`config.mk`:
```
export PLATFORM = sky130hd
export DESIGN_NAME = plrl_front
export DESIGN_NICKNAME = d
export VERILOG_FILES = /design/src/plrl_pkg.sv /design/src/plrl_front.sv
export SDC_FILE = /design/constraint.sdc
export NUM_CORES = 1
export LEC_CHECK = 0
export BUFFER_PORTS_ARGS = -buffer_cell sky130_fd_sc_hd__clkbuf_2
export CAP_MARGIN = 10
export CORE_AREA = 2 2 39 41
export DETAILED_ROUTE_END_ITERATION = 16
export DIE_AREA = 0 0 41 43
export PLACE_DENSITY = 0.81
export SLEW_MARGIN = 20
export SYNTH_ARGS = -nofsm -noshare
export SYNTH_HDL_FRONTEND = slang
export SYNTH_SLANG_ARGS = --single-unit
```
`constraint.sdc`:
```
create_clock -name vclk -period 1.6
set_input_delay 0.16 -clock vclk [all_inputs]
set_output_delay 0.16 -clock vclk [all_outputs]
set_load 0.01 [all_outputs]
```
`src/plrl_pkg.sv`:
```
package plrl_pkg;

  localparam int KEY_W   = 26;
  localparam int CNT_W   = 10;
  localparam int FB_W    = 8;
  localparam int EPOCH_W = 4;

  localparam logic [1:0] V_VISIBLE   = 2'd0;
  localparam logic [1:0] V_ADULT     = 2'd1;
  localparam logic [1:0] V_CLUSTERED = 2'd2;
  localparam logic [1:0] V_OVERFLOW  = 2'd3;

  localparam logic [1:0] CFG_MAX_PER_SITE = 2'd0;
  localparam logic [1:0] CFG_CLUSTERING   = 2'd1;
  localparam logic [1:0] CFG_FAMILY       = 2'd2;

  // classified item handed from front to back
  typedef struct packed {
    logic             lookup;
    logic [1:0]       verdict;
    logic             used_fb;
    logic [KEY_W-1:0] key;
    logic             last;
  } item_t;

  // one table entry, live when its epoch matches the current one
  typedef struct packed {
    logic [EPOCH_W-1:0] epoch;
    logic [KEY_W-1:0]   key;
    logic [CNT_W-1:0]   count;
  } entry_t;

endpackage

```
`src/plrl_front.sv`:
```
module plrl_front (
  input  logic                      adult_flag,
  input  logic                      lookup_failed,
  input  logic [25:0]               site_hash,
  input  logic [7:0]                fallback_hash,
  input  logic                      last_in_list,
  input  logic                      site_clustering_on,
  input  logic                      family_filter_on,
  output plrl_pkg::item_t           item
);

  logic hide;

  always_comb begin
    hide         = family_filter_on & adult_flag;
    item.lookup  = ~hide & site_clustering_on;
    item.verdict = hide ? plrl_pkg::V_ADULT : plrl_pkg::V_VISIBLE;
    item.used_fb = item.lookup & lookup_failed;
    item.key     = lookup_failed ?
                   {{(plrl_pkg::KEY_W-plrl_pkg::FB_W){1'b0}}, fallback_hash} : site_hash;
    item.last    = last_in_list;
  end

endmodule

```
[Word level (Yosys, flattened, before mapping)]
Cells that the tools add are included.
Storage, ports and cells
  bits in registers: 0
  input port bits: 39
  output and inout bits: 31
  word-level logic and storage cells: 6
Cells by class
  multiplexer cells: 2
  bitwise operators: 4
Operator list (number)
  $mux W26: 1
  $and A1 B1 Y1: 3
  $mux W1: 1
  $not A1 Y1: 1

[Longest topological paths before layout]
  word-level depth: 4
  gate-level depth with buffers: 3
  mapped depth without buffers: 2

[Least setup slack after synthesis]
OpenSTA, ideal clock, no wires.
  path type: in2out
  start point: in site_clustering_on
  end point: out item[27] in the netlist's numbering
  arrival time: 0.728 ns
  data required time: 1.440 ns
  slack: 0.712 ns
  stages on the path: 2
  path buffers: 0
  cell sequence: a21boi_0 and2_1
RTL lines
  from (decl): line plrl_front.sv:7  | input logic site_clustering_on,
  to (decl): line plrl_front.sv:9  | output plrl_pkg::item_t item

==> metrics.txt <==
Crit path top cell by count clkbuf_2; Resize count post-CTS 0; Rows 14; Wirelength per Cell 8.699 um; core area 0.001384 mm2; post-synthesis cell count 36; initial DRC count 0; Post-DP HPWL 925.8 um; worst-path cell chain clkbuf_2 > mux2_2 > clkbuf_2; switching power 67.44 uW; Syn Std Cell Area 282.8 um2; Final WS setup 0.3655 ns; setup TNS 0 ns; top cell type's share of synthesized area 35.40%; Clk pwr share 0%; antenna violations before repair 0; Vias per Instance 3.965; Fin. Hold Viols 0; share of cells above drive strength 1 77.32%; # diodes 0; # port buffers 67; first-pass GRT wire length 1373 um; Setup crit end kind primary output; worst hold slack 0.3201 ns; die area 0.001763 mm2; hold crit path type in2out; Reg area 0 um2; Setup Fix Bufs, Post-CTS 0; hold_sp last_in_list; drt pass-1 iters 1; Yosys cell types 10; initial core utilization 20.43%; Final min period 1.235 ns; switch share 43.18%; max-cap viol count 0; Lkg Pwr 0.0003757 uW; number of global-route vias before repair 338; CP Class in2out; Routed Antenna Nets 0; Slew Limit Fails 0; outcome finished, final reports clean; DRC 0; sequential element share of the synthesized area 0%; RSZ-0062 raised after global routing no; Tot GR Track Use 10.49%; Sequential Power Share 0%; P&R area growth vs syn 108.0%; Gate power share 100.0%; Fill cells 141; Yosys warning count 0; Critical Path Source Type input pin; Max Fanout on Critical Path 27; Tcrit/Tclk final 77.16%; Yosys top cell by area nor2b_1; global route overflow 0; most frequent cells in the layout 67 x clkbuf_2, 16 x nor2b_1, 7 x mux2_2; maximum vdd ir drop 0.09768 mV; die width 41 um; Layout Cell Area excl Fill 588.1 um2; placed cell areas 588.1 um2; CP max-delay cell clkbuf_2; Req. time, crit path 1.44 ns; vias 448; Ports 70; Synth area leaders nor2b_1 35%, mux2_2 28%, buf_4 8.0%; setup violators final 0; nets@finish 138; fin cells 113; Data arrival, critical path 1.07 ns; Post-Place Cells 113; Pint 88.74 uW; most common cell after layout, fill and taps aside clkbuf_2; FMAX 810.0 MHz; largest net degree at the start of global routing 28; Die Y 43 um; cts hold-fix bufs 0; CLK BUF 0; Placer Congestion 0.7660; Max stage delay on crit path 0.40 ns; P per Cell Area 265.6 mW/mm2; FFs & Latches 0; pre-CTS WS 0.3421 ns; Worst Hold Endpoint item[0]; Routed Wire Length 983 um; syn_nets 75; Hold Crit Depth 0; mean post-synth cell area 7.855 um2
==> synth_stat cells <==
cell type	number
buf_4	3
nor2b_1	16
buf_2	1
and2b_1	2
and2_1	2
mux2_2	7
conb_1	1
a21boi_0	1
buf_6	2
mux2_4	1
==> stage by stage <==
step	utilization (%)	power, uW
2_1_floorplan	-	85.36
3_3_place_gp	42.50	154.9
3_5_place_dp	42.50	158.1
4_1_cts	42.50	158.5
5_1_grt	42.50	174.2
6_report	42.50	156.2
==> per-layer routing <==
metal	vias up	GRT usage, %	share of wire, %
li1	231	-	-
met2	46	21.25	49
met4	0	0	0
met5	-	0	0
met1	171	10.76	34
met3	0	1.571	18
==> kinds of logic after synthesis <==
logic type             synth area share (%)
other                                 1.326
multiplexers                          33.19
AND/OR/NAND/NOR                       45.13
buffers and inverters                 17.70
AO/OA/AOI/OAI                         2.656
==> power groups by stage <==
stage	clock [uW]	sequential, uW	combinational, uW
3_5_place_dp	0	0	158
2_1_floorplan	0	0	85.4
6_report	0	0	156
5_1_grt	0	0	174
4_1_cts	0	0	159
3_3_place_gp	0	0	155
==> final cells by class <==
type | count | area, um2 | area share [%]
Multi-Input combinational cell | 30 | 232.7 | 39.57
Tap cell | 16 | 20.02 | 3.404
Timing Repair Buffer | 67 | 335.3 | 57.02
==> worst max-delay path, delay by kind of cell <==
kind	cells	cell delay (ns)
buffers and inverters	2	0.53
multiplexers	1	0.39
==> worst max path at each step <==
| stage | startpoint | endpoint | slack, ns | cells past startpoint |
|---|---|---|---|---|
| 5_1_grt | lookup_failed | item[5] | 0.27 | 3 |
| 4_1_cts | lookup_failed | item[7] | 0.34 | 3 |
| 3_5_place_dp | lookup_failed | item[7] | 0.34 | 3 |
| 3_3_place_gp | lookup_failed | item[3] | 0.37 | 3 |
| 6_report | lookup_failed | item[5] | 0.37 | 3 |
| 2_1_floorplan | site_clustering_on | item[27] | 0.71 | 2 |
(Power assumes the default switching activity.)
