[config.mk]
export PLATFORM = sky130hd
export DESIGN_NAME = plrl_queue
export DESIGN_NICKNAME = d
export VERILOG_FILES = /design/src/plrl_pkg.sv /design/src/plrl_queue.sv
export SDC_FILE = /design/constraint.sdc
export NUM_CORES = 1
export LEC_CHECK = 0
export BUFFER_PORTS_ARGS = -buffer_cell sky130_fd_sc_hd__clkbuf_2
export CAP_MARGIN = 0
export CELL_PAD_IN_SITES_DETAIL_PLACEMENT = 1
export CELL_PAD_IN_SITES_GLOBAL_PLACEMENT = 1
export CORE_MARGIN = 10
export CORE_UTILIZATION = 38
export DETAILED_ROUTE_END_ITERATION = 6
export HOLD_SLACK_MARGIN = 0.1
export PLACE_DENSITY_LB_ADDON = 0.05
export SLEW_MARGIN = 15
export SYNTH_ARGS = -nofsm -noshare
export SYNTH_HDL_FRONTEND = slang
export SYNTH_SLANG_ARGS = --single-unit
export TNS_END_PERCENT = 20
[constraint.sdc]
create_clock -name clk -period 2.3 [get_ports clk]
set_clock_uncertainty 0.05 [all_clocks]
set_input_delay 0.575 -clock clk [delete_from_list [all_inputs] [get_ports clk]]
set_output_delay 0.575 -clock clk [all_outputs]
set_load 0.005 [all_outputs]
[src/plrl_pkg.sv]
package plrl_pkg;

  localparam int KEY_W   = 26;
  localparam int CNT_W   = 10;
  localparam int FB_W    = 8;
  localparam int EPOCH_W = 4;

  localparam logic [1:0] V_VISIBLE   = 2'd0;
  localparam logic [1:0] V_ADULT     = 2'd1;
  localparam logic [1:0] V_CLUSTERED = 2'd2;
  localparam logic [1:0] V_OVERFLOW  = 2'd3;

  localparam logic [1:0] CFG_MAX_PER_SITE = 2'd0;
  localparam logic [1:0] CFG_CLUSTERING   = 2'd1;
  localparam logic [1:0] CFG_FAMILY       = 2'd2;

  // classified item handed from front to back
  typedef struct packed {
    logic             lookup;
    logic [1:0]       verdict;
    logic             used_fb;
    logic [KEY_W-1:0] key;
    logic             last;
  } item_t;

  // one table entry, live when its epoch matches the current one
  typedef struct packed {
    logic [EPOCH_W-1:0] epoch;
    logic [KEY_W-1:0]   key;
    logic [CNT_W-1:0]   count;
  } entry_t;

endpackage

[src/plrl_queue.sv]
module plrl_queue (
  input  logic            clk,
  input  logic            rst,
  input  logic            push,
  input  plrl_pkg::item_t push_data,
  output logic            full,
  input  logic            pop,
  output plrl_pkg::item_t pop_data,
  output logic            empty
);

  plrl_pkg::item_t slots [2];
  logic       wr_ptr;
  logic       rd_ptr;
  logic [1:0] fill;

  assign full     = (fill == 2'd2);
  assign empty    = (fill == 2'd0);
  assign pop_data = slots[rd_ptr];

  always_ff @(posedge clk) begin
    if (push) begin
      slots[wr_ptr] <= push_data;
    end
  end

  always_ff @(posedge clk) begin
    if (rst) begin
      wr_ptr <= 1'b0;
      rd_ptr <= 1'b0;
      fill   <= 2'd0;
    end else begin
      if (push) wr_ptr <= ~wr_ptr;
      if (pop) rd_ptr <= ~rd_ptr;
      case ({push, pop})
        2'b10:   fill <= fill + 2'd1;
        2'b01:   fill <= fill - 2'd1;
        default: fill <= fill;
      endcase
    end
  end

endmodule

# Word level (Yosys, flattened, before mapping)
# Memories as Yosys holds them, arrays and structs flattened. A register that Yosys moved wholly into a read port is not among the register bits.
# Index checks and enable logic that the tools add are counted.
# totals
ff_bits	4
mem_bits_rw	62
in_bits	35
out_inout_bits	33
wordCells	18
mem_count	1
# classes
n_addsub	2
eq_ne	3
n_mux	5
bitwise	2
reduce_logical	2
# mem_list
memory	depth	width	rd	rd_ports_with_merged_regs	write_ports	line	text
slots	2	31	1	1	1	plrl_queue.sv:12	plrl_pkg::item_t slots [2];
# ops
cell	n
$eq 2x2->1 const B	2
$mux 1	4
$pmux 2 s2	1
$add 2x1->2 const B	1
$eq 2x1->1 const B	1
$logic_not 2->1	1
$not 1->1	2
$reduce_bool 2->1	1
$sub 2x1->2 const B	1

# Longest topological paths before layout
# Gate-level depths: netlist of run 1.
# depth
ltp_word	3
mapped_depth	5

# Least setup slack after synthesis of run 1
# Ideal clock, no wire load.
# synth_timing
kind	input to register
start	input push
end	memory slots[0][0] in the netlist's numbering, enable pin
setup_time_ns	0.420
arrival_ns	1.938
t_required_ns	1.830
path_slack_ns	-0.108
cell_stages	2
cell_sequence	inv_1 nor2_1
# synth_between
elab_chain_cells	2
# synth_rtl
element	line	text
start: declaration	plrl_queue.sv:4	input logic push,
$mux 1	plrl_queue.sv:22	if (push) begin
$mux 1 (not written as such)	plrl_queue.sv:23	slots[wr_ptr] <= push_data;
end: declaration	plrl_queue.sv:12	
# Every way passes these cells.

==> flow_metrics.py, run 1 <==
metrics = {
    "floorplan": {
        "die-area_mm2": 0.0100,
        "fp.coreArea_mm2": 0.00628,
        "start_util_pct": 38.7,
        "placementRows": 29,
        "die_y_um": 100,
        "die_w_um": 100,
        "io_pins": 68,
    },
    "power_and_ir_drop": {
        "vdd_drop_max_v": 0.000498,
        "power_density_mw_per_mm2": 849,
        "power_leakage_nw": 1.17,
        "power_w": 0.00260,
    },
    "worst_setup_path": {
        "worstReg2RegStart": "wr_ptr$_SDFFE_PP0P_",
        "required_ns": 1.67,
        "cp_num_buf_inv": 2,
        "crit_slowest_cell": "mux2_2",
        "setup.worst_path.end_class": "output port",
        "critical_path.max_fanout": 16,
        "max_stage_delay_ns": 0.38,
        "critical_path_class": "reg2out",
        "regToRegSetupSlack_ns": 0.91,
        "arrival_ns": 1.40,
        "crit_family": "multiplexers",
        "r2r_end": "slots[1][29]$_DFFE_PP_",
        "reg2reg_depth": 2,
        "crit_chain": "buf_4 -> mux2_2 -> clkbuf_2",
        "startpoint_type": "flip-flop",
    },
    "placed_design": {
        "dpl_cell_area_mm2": 0.00289,
        "place_congestion": 0.683,
        "placement.io_buffers": 67,
        "pre_cts_slack_ns": 0.546,
        "dp_hpwl_um": 3480,
        "dp_cells": 263,
    },
    "routing": {
        "viasPerCell": 4.69,
        "drc": 0,
        "drt_iter0_drc": 27,
        "first_pass_iters": 4,
        "vias": 1304,
        "wl_um": 4890,
        "ant_nets": 0,
        "wire_per_inst_um": 17.6,
    },
    "clocking": {
        "holdBufCountCts": 0,
        "numCtsBuffers": 9,
        "root_buffer": "clkbuf_8",
        "cts.sinks": 67,
        "cts_setup_buffers": 0,
        "worstSkewPairLatency_ns": 0.32,
        "cts_tree": "built",
        "cts_resized": 0,
        "cts.path.max_buffers": 2,
        "cts_max_level": 3,
        "cts.clk_slew.worst_paths_ns": 0.07,
    },
    "timing": {
        "report.final.slew_viol_count": 0,
        "maxSlewHeadroom_pct": 70.1,
        "tightest_slew_ns": 0.448,
        "timing.fmax_mhz": 494,
        "setup_tns_ns": 0,
        "setup_viol": 0,
        "min_period_ns": 2.03,
        "setup_slack_ns": 0.275,
        "rsz0062_at_grt": "false",
        "fin_crit_sh_pct": 88.1,
        "hold_viol": 0,
    },
    "layout": {
        "layout_commonest_cell": "clkbuf_2",
        "num-nets-final": 233,
        "area_delta_synth_final_pct": 25.8,
        "stdcell_area_mm2": 0.00306,
        "layout-drive-gt1-share_pct": 57.2,
        "stdcell_count": 278,
        "mostFrequentLayoutCells": "67 x clkbuf_2, 62 x edfxtp_1, 31 x mux2_2",
        "antenna_cells": 0,
    },
    "synthesis": {
        "synthAdderAreaFrac_pct": 0.515,
        "synth_top_family_by_area": "multiplexers",
        "muxShareOfSynthArea_pct": 14.4,
        "netlist_area_mm2": 0.00243,
        "syn_nets": 154,
        "yosys_warnings": 0,
        "yosys.area_share.simple_pct": 1.80,
        "netlist_top_cells_area": "edfxtp_1 77%, mux2_2 14%, dfxtp_1 4.1%, xnor2_1 1.1%, nor2_1 0.93%",
        "post-synth-top-area-fraction_pct": 76.6,
        "synth_xor_area_share_pct": 1.44,
        "yosysTopAreaCell": "edfxtp_1",
        "synth_cell_types": 14,
        "netlist_instances": 118,
        "synth-compound-area-share_pct": 0.412,
        "synth_area_per_cell_um2": 20.6,
        "ys_seq_area_share_pct": 80.7,
        "ys_ff_latch": 67,
    },
    "worst_hold_path": {
        "hold_start": "push_data[30]",
        "hold_path.class": "in2reg",
        "hold_depth": 1,
        "min_to": "slots[1][30]$_DFFE_PP_",
    },
    "global_route": {
        "grt_pass1_vias": 1527,
        "grt_pass1_wl_um": 7440,
        "grt_max_degree": 32,
        "antenna_found_initial": 0,
        "grt.total_usage_pct": 9.89,
        "grt-ovfl-total": 0,
    },
    "job": {
        "drv_cap": 0,
    },
    "outcome": {
        "status": "complete, no violations",
    },
}
worst reg2reg max path, cell delays in order, from the launching register on:
cell and delay, ns:
dfxtp_1 0.41, and2_1 0.17, buf_4 0.39
cells by family (layout without fill, tap and decap cells):
group | Yosys count | in the layout
fa+ha+maj | 1 | 1
simple gates | 9 | 9
flops | 67 | 67
mux | 31 | 31
buf+inv | 4 | 87
compound gates | 2 | 2
xor+xnor | 4 | 4
through the flow:
step                      hold slack (ns)  util (%)
after floorplan                     0.411         -
after global placement              0.428      46.0
after detailed placement            0.463      46.0
after CTS                           0.373      48.7
after global routing                0.372      48.7
final                               0.388      48.7
where the power goes:
group / switching [W] / internal [W] / leakage (nW) / total [W]
registers: 0.0000231 / 0.00142 / 0.623 / 0.00144
clock network: 0.000387 / 0.000487 / 0.0882 / 0.000874
logic: 0.000138 / 0.000145 / 0.462 / 0.000283
total: 0.000549 / 0.00205 / 1.17 / 0.00260
cells in the mapped netlist:
| cell type | n |
|---|---|
| and2_1 | 1 |
| nor2_1 | 6 |
| buf_2 | 3 |
| edfxtp_1 | 62 |
| or3_1 | 1 |
| o21ai_0 | 1 |
| ha_1 | 1 |
| a21oi_1 | 1 |
| xor2_1 | 1 |
| mux2_2 | 31 |
| xnor2_1 | 3 |
| inv_1 | 1 |
| and2b_2 | 1 |
| dfxtp_1 | 5 |
how the worst max path moves through the flow:
stage | from | end | slack, ns | cells past startpoint
after floorplan | push | slots[0][0]$_DFFE_PP_ | 0.42 | 2
after global placement | flip-flop | pop_data[13] | 0.61 | 3
after detailed placement | push | fill[1]$_SDFFE_PP0P_ | 0.55 | 5
after CTS | flip-flop | pop_data[13] | 0.24 | 3
after global routing | flip-flop | pop_data[13] | 0.18 | 3
final | flip-flop | pop_data[13] | 0.27 | 3
flip-flops by register name (all words and copies together), names as in the netlist, named ones only:
register  count
wr_ptr        1
slots        62
rd_ptr        1
fill          2
final cells by class:
type / instances / area, µm²
clock inverter: 4 / 42.5
fill: 635 / 3220
sequential: 67 / 1960
inverter: 1 / 3.75
multi-input combinational: 47 / 458
timing repair buffer: 71 / 365
clock buffer: 11 / 131
tap: 77 / 96.3
layer usage:
| layer | routed length [µm] | vias to the layer above | track usage, % |
|---|---|---|---|
| li1 | - | 611 | - |
| met1 | 1800 | 646 | 9.07 |
| met2 | 2640 | 40 | 17.6 |
| met3 | 400 | 7 | 4.81 |
| met4 | 55 | 0 | 5.22 |
| met5 | 0 | - | 0 |
Note: power is estimated with default switching activity, not from simulation.
==> run 2, diff against run 1 <==
Settings changed: CORE_MARGIN 10 to 2.
==> flow_metrics.py, run 2 (synthesis results as in run 1) <==
metrics = {
    "layout": {
        "stdcell_area_mm2": 0.00314,
        "antenna_cells": 0,
        "mostFrequentLayoutCells": "67 x clkbuf_2, 62 x edfxtp_1, 31 x mux2_2",
        "fill_cells": 626,
        "largest_register": "slots",
        "layout_commonest_cell": "clkbuf_2",
        "layout-drive-gt1-share_pct": 59.1,
        "reg_top3": "slots (62), fill (2)",
        "largest_reg_flops": 62,
        "area_delta_synth_final_pct": 29.1,
        "num-nets-final": 234,
    },
    "worst_setup_path": {
        "regToRegSetupSlack_ns": 0.90,
        "required_ns": 1.67,
        "arrival_ns": 1.41,
        "reg2reg_depth": 2,
        "critical_path_class": "reg2out",
        "setup.worst_path.end_class": "output port",
        "critical_path.max_fanout": 17,
        "r2r_end": "slots[1][15]$_DFFE_PP_",
        "startpoint_type": "flip-flop",
        "worstReg2RegStart": "wr_ptr$_SDFFE_PP0P_",
    },
    "timing": {
        "setup_slack_ns": 0.263,
        "maxSlewHeadroom_pct": 73.3,
        "hold_viol": 0,
        "setup_tns_ns": 0,
        "tightest_slew_ns": 0.401,
        "setup_viol": 0,
        "min_period_ns": 2.04,
        "fin_crit_sh_pct": 88.6,
        "timing.fmax_mhz": 491,
        "report.final.slew_viol_count": 0,
        "rsz0062_at_grt": "false",
    },
    "floorplan": {
        "start_util_pct": 38.7,
        "die_y_um": 84.0,
        "fp.coreArea_mm2": 0.00628,
        "io_pins": 68,
        "die_w_um": 84.0,
        "placementRows": 29,
        "die-area_mm2": 0.00705,
    },
    "routing": {
        "first_pass_iters": 4,
        "wl_um": 4260,
        "ant_nets": 0,
        "viasPerCell": 4.60,
        "vias": 1287,
        "drt_iter0_drc": 61,
        "drc": 0,
        "wire_per_inst_um": 15.2,
    },
    "clocking": {
        "holdBufCountCts": 0,
        "root_buffer": "clkbuf_8",
        "cts_resized": 0,
        "numCtsBuffers": 9,
        "cts_tree": "built",
        "cts_setup_buffers": 0,
        "cts.path.max_buffers": 2,
        "cts.sinks": 67,
        "cts.clk_slew.worst_paths_ns": 0.07,
        "cts_max_level": 3,
        "worstSkewPairLatency_ns": 0.33,
    },
    "placed_design": {
        "placement.io_buffers": 67,
        "place_congestion": 0.699,
        "dpl_cell_area_mm2": 0.00291,
        "pre_cts_slack_ns": 0.538,
        "dp_hpwl_um": 3030,
    },
    "global_route": {
        "grt_pass1_vias": 1390,
        "grt.total_usage_pct": 13.3,
        "antenna_found_initial": 0,
        "grt_max_degree": 18,
        "grt_pass1_wl_um": 6860,
        "grt-ovfl-total": 0,
    },
    "power_and_ir_drop": {
        "switching_share_pct": 19.9,
        "p_sw_w": 0.000565,
        "power_leakage_nw": 1.21,
        "vdd_drop_max_v": 0.000372,
        "pwr-share-clk_pct": 39.4,
        "p_comb_share_pct": 9.9,
        "p_int_w": 0.00228,
        "seqPwrFrac_pct": 50.6,
        "power_density_mw_per_mm2": 907,
    },
    "worst_hold_path": {
        "hold_start": "push_data[7]",
        "min_to": "slots[0][7]$_DFFE_PP_",
        "hold_depth": 1,
        "hold_path.class": "in2reg",
    },
    "job": {
        "drv_cap": 0,
    },
    "outcome": {
        "status": "complete, no violations",
    },
}
[run 2: cell types whose count changed in the layout (fill, tap and decap cells not counted)]
cell       before  now
clkinv_1        2    1
buf_12          0    1
and2_1          1    0
bufinv_16       1    3
clkinv_2        1    2
and2_2          0    1
clkbuf_1        2    1
[run 2: critical path: stages (launching register included)]
cell and delay (ns):
dfxtp_1 0.33, buf_4 0.25, mux2_2 0.39, clkbuf_2 0.12
[run 2: per-stage QoR]
step	hold slack [ns]	utilization [%]	instances	total power, W
2_1_floorplan	0.411	-	118	0.00161
5_1_grt	0.361	50.0	280	0.00297
6_report	0.380	50.0	280	0.00284
3_5_place_dp	0.452	46.3	264	0.00176
4_1_cts	0.361	50.0	280	0.00289
3_3_place_gp	0.430	46.3	264	0.00174
[run 2: how the worst max path moves through the flow]
stage / startpoint / endpoint / slack, ns / cells after the start
6_report: flip-flop / pop_data[19] / 0.26 / 3
3_3_place_gp: flip-flop / pop_data[19] / 0.61 / 3
4_1_cts: flip-flop / pop_data[20] / 0.21 / 3
3_5_place_dp: push / fill[1]$_SDFFE_PP0P_ / 0.54 / 5
2_1_floorplan: push / slots[0][0]$_DFFE_PP_ / 0.42 / 2
5_1_grt: flip-flop / pop_data[20] / 0.19 / 3
[run 2: cell type report]
cell class	instances	area, µm²	share of cell area [%]
Multi-Input combinational cell	47	459	14.6
Timing Repair Buffer	72	385	12.3
Tap cell	77	96.3	3.07
Clock buffer	10	128	4.07
Clock inverter	6	104	3.31
Inverter	1	3.75	0.120
Sequential cell	67	1960	62.5
[run 2: layer usage]
metal / routed length, µm / track usage, % / share of wire [%] / vias up
li1: - / - / - / 612
met1: 1590 / 13.9 / 37 / 623
met2: 2320 / 22.6 / 54 / 43
met3: 265 / 3.96 / 6.2 / 9
met4: 91 / 9.24 / 2.1 / 0
met5: 0 / 0 / 0 / -
[run 2: power groups by stage]
stage / Combinational (W) / Sequential (W) / Clock, W
4_1_cts: 0.000293 / 0.00144 / 0.00116
3_3_place_gp: 0.000281 / 0.00146 / 0
3_5_place_dp: 0.000292 / 0.00147 / 0
5_1_grt: 0.000312 / 0.00145 / 0.00121
2_1_floorplan: 0.000147 / 0.00146 / 0
6_report: 0.000283 / 0.00144 / 0.00112
==> run 3, diff against run 2 <==
Settings changed: BUFFER_PORTS_ARGS -buffer_cell sky130_fd_sc_hd__clkbuf_2 to -buffer_cell sky130_fd_sc_hd__buf_2.
==> flow_metrics.py, run 3 (synthesis results as in run 1) <==
metrics = {
    "layout": {
        "antenna_cells": 0,
        "stdcell_area_mm2": 0.00305,
        "final_util_pct": 48.7,
        "reg_top3": "slots (62), fill (2)",
        "largest_reg_flops": 62,
        "stdcell_count": 278,
        "ff_latch_area_mm2": 0.00196,
        "layout_commonest_cell": "buf_2",
        "fill_cells": 626,
        "largest_register": "slots",
        "num-nets-final": 234,
        "mostFrequentLayoutCells": "67 x buf_2, 62 x edfxtp_1, 31 x mux2_2",
        "multi_input_area_um2": 459,
        "layout-drive-gt1-share_pct": 58.2,
        "area_delta_synth_final_pct": 25.6,
    },
    "worst_setup_path": {
        "critical_path.max_fanout": 20,
        "setup.worst_path.end_class": "output port",
        "arrival_ns": 1.45,
        "critical_path_class": "reg2out",
        "required_ns": 1.67,
        "startpoint_type": "flip-flop",
    },
    "routing": {
        "vias": 1283,
        "wire_per_inst_um": 15.5,
        "drt_iter0_drc": 39,
        "viasPerCell": 4.62,
        "dr_wl_met2_um": 2340,
        "dr_wl_met3_um": 250,
        "ant_nets": 0,
        "wl_um": 4300,
        "top_layer_used": "met4",
        "first_pass_iters": 4,
        "drt-met1-wl_um": 1650,
        "drc": 0,
    },
    "global_route": {
        "grt_pass1_wl_um": 6840,
        "grt_max_degree": 21,
        "antenna_found_initial": 0,
        "grt.total_usage_pct": 13.2,
        "grt-ovfl-total": 0,
        "grt_pass1_vias": 1444,
    },
    "timing": {
        "tightest_slew_ns": 0.408,
        "report.final.slew_viol_count": 0,
        "timing.fmax_mhz": 482,
        "rsz0062_at_grt": "false",
        "hold_viol": 0,
        "min_period_ns": 2.07,
        "setup_tns_ns": 0,
        "timing.hold.ws_ns": 0.383,
        "maxSlewHeadroom_pct": 72.8,
        "setup_viol": 0,
        "fin_crit_sh_pct": 90.1,
    },
    "clocking": {
        "root_buffer": "clkbuf_8",
        "cts_tree": "built",
        "cts_setup_buffers": 0,
        "cts_max_level": 3,
        "cts.path.max_buffers": 2,
        "cts.sinks": 67,
        "numCtsBuffers": 9,
        "holdBufCountCts": 0,
        "worstSkewPairLatency_ns": 0.32,
        "cts.clk_slew.worst_paths_ns": 0.07,
        "cts_resized": 0,
    },
    "power_and_ir_drop": {
        "vdd_drop_max_v": 0.000390,
        "power_leakage_nw": 1.15,
        "power_density_mw_per_mm2": 812,
    },
    "floorplan": {
        "die_y_um": 84.0,
        "fp.coreArea_mm2": 0.00628,
        "io_pins": 68,
        "start_util_pct": 38.7,
        "die-area_mm2": 0.00705,
        "die_w_um": 84.0,
        "placementRows": 29,
    },
    "worst_hold_path": {
        "hold_path.class": "in2reg",
    },
    "job": {
        "drv_cap": 0,
    },
    "placed_design": {
        "dp_cells": 264,
        "place_congestion": 0.692,
        "placement.io_buffers": 67,
        "dpl_cell_area_mm2": 0.00291,
        "dp_hpwl_um": 2960,
    },
    "outcome": {
        "status": "complete, no violations",
    },
}
==> run 3: cell types whose count changed in the layout (fill, tap and decap cells not counted), sizes merged <==
cell	before	now
buf	5	72
clkbuf	77	10
bufinv	3	0
clkinvlp	0	1
==> run 3: where the power goes <==
part / switching [W] / total, W / internal, W
clock network: 0.000388 / 0.000758 / 0.000370
logic: 0.000132 / 0.000282 / 0.000150
registers: 0.0000230 / 0.00144 / 0.00142
==> run 3: final timing paths <==
path | start | end | slack [ns] | cells after the start
setup / recovery | flip-flop | pop_data[9] | 0.23 | 3
hold / removal | push_data[30] | slots[1][30]$_DFFE_PP_ | 0.38 | 1
setup reg to reg | wr_ptr$_SDFFE_PP0P_ | slots[1][20]$_DFFE_PP_ | 0.89 | 2
hold reg to reg | fill[1]$_SDFFE_PP0P_ | fill[1]$_SDFFE_PP0P_ | 0.48 | 2
==> run 3: metal layers <==
metal | vias to the layer above | track usage [%]
met5 | - | 0
met4 | 0 | 6.60
met2 | 44 | 22.6
met1 | 617 | 14.3
li1 | 616 | -
met3 | 6 | 5.14
==> run 3: per-stage QoR <==
step	worst slack, ns	total power, W
final	0.227	0.00248
after global routing	0.162	0.00259
after CTS	0.188	0.00252
after detailed placement	0.559	0.00176
after global placement	0.570	0.00174
after floorplan	0.419	0.00161
==> run 3: critical path: stages (launching register included) <==
cell	delay, ns
dfxtp_1	0.32
buf_4	0.29
mux2_2	0.39
buf_2	0.13
==> run 3: area by class of cell <==
cell class              count  area share (%)
clock buffers              10            4.18
inverters                   1           0.123
well taps                  77            3.15
repair buffers             72            12.6
multi-input cells          47            15.0
flip-flops and latches     67            64.2
clock inverters             4           0.655
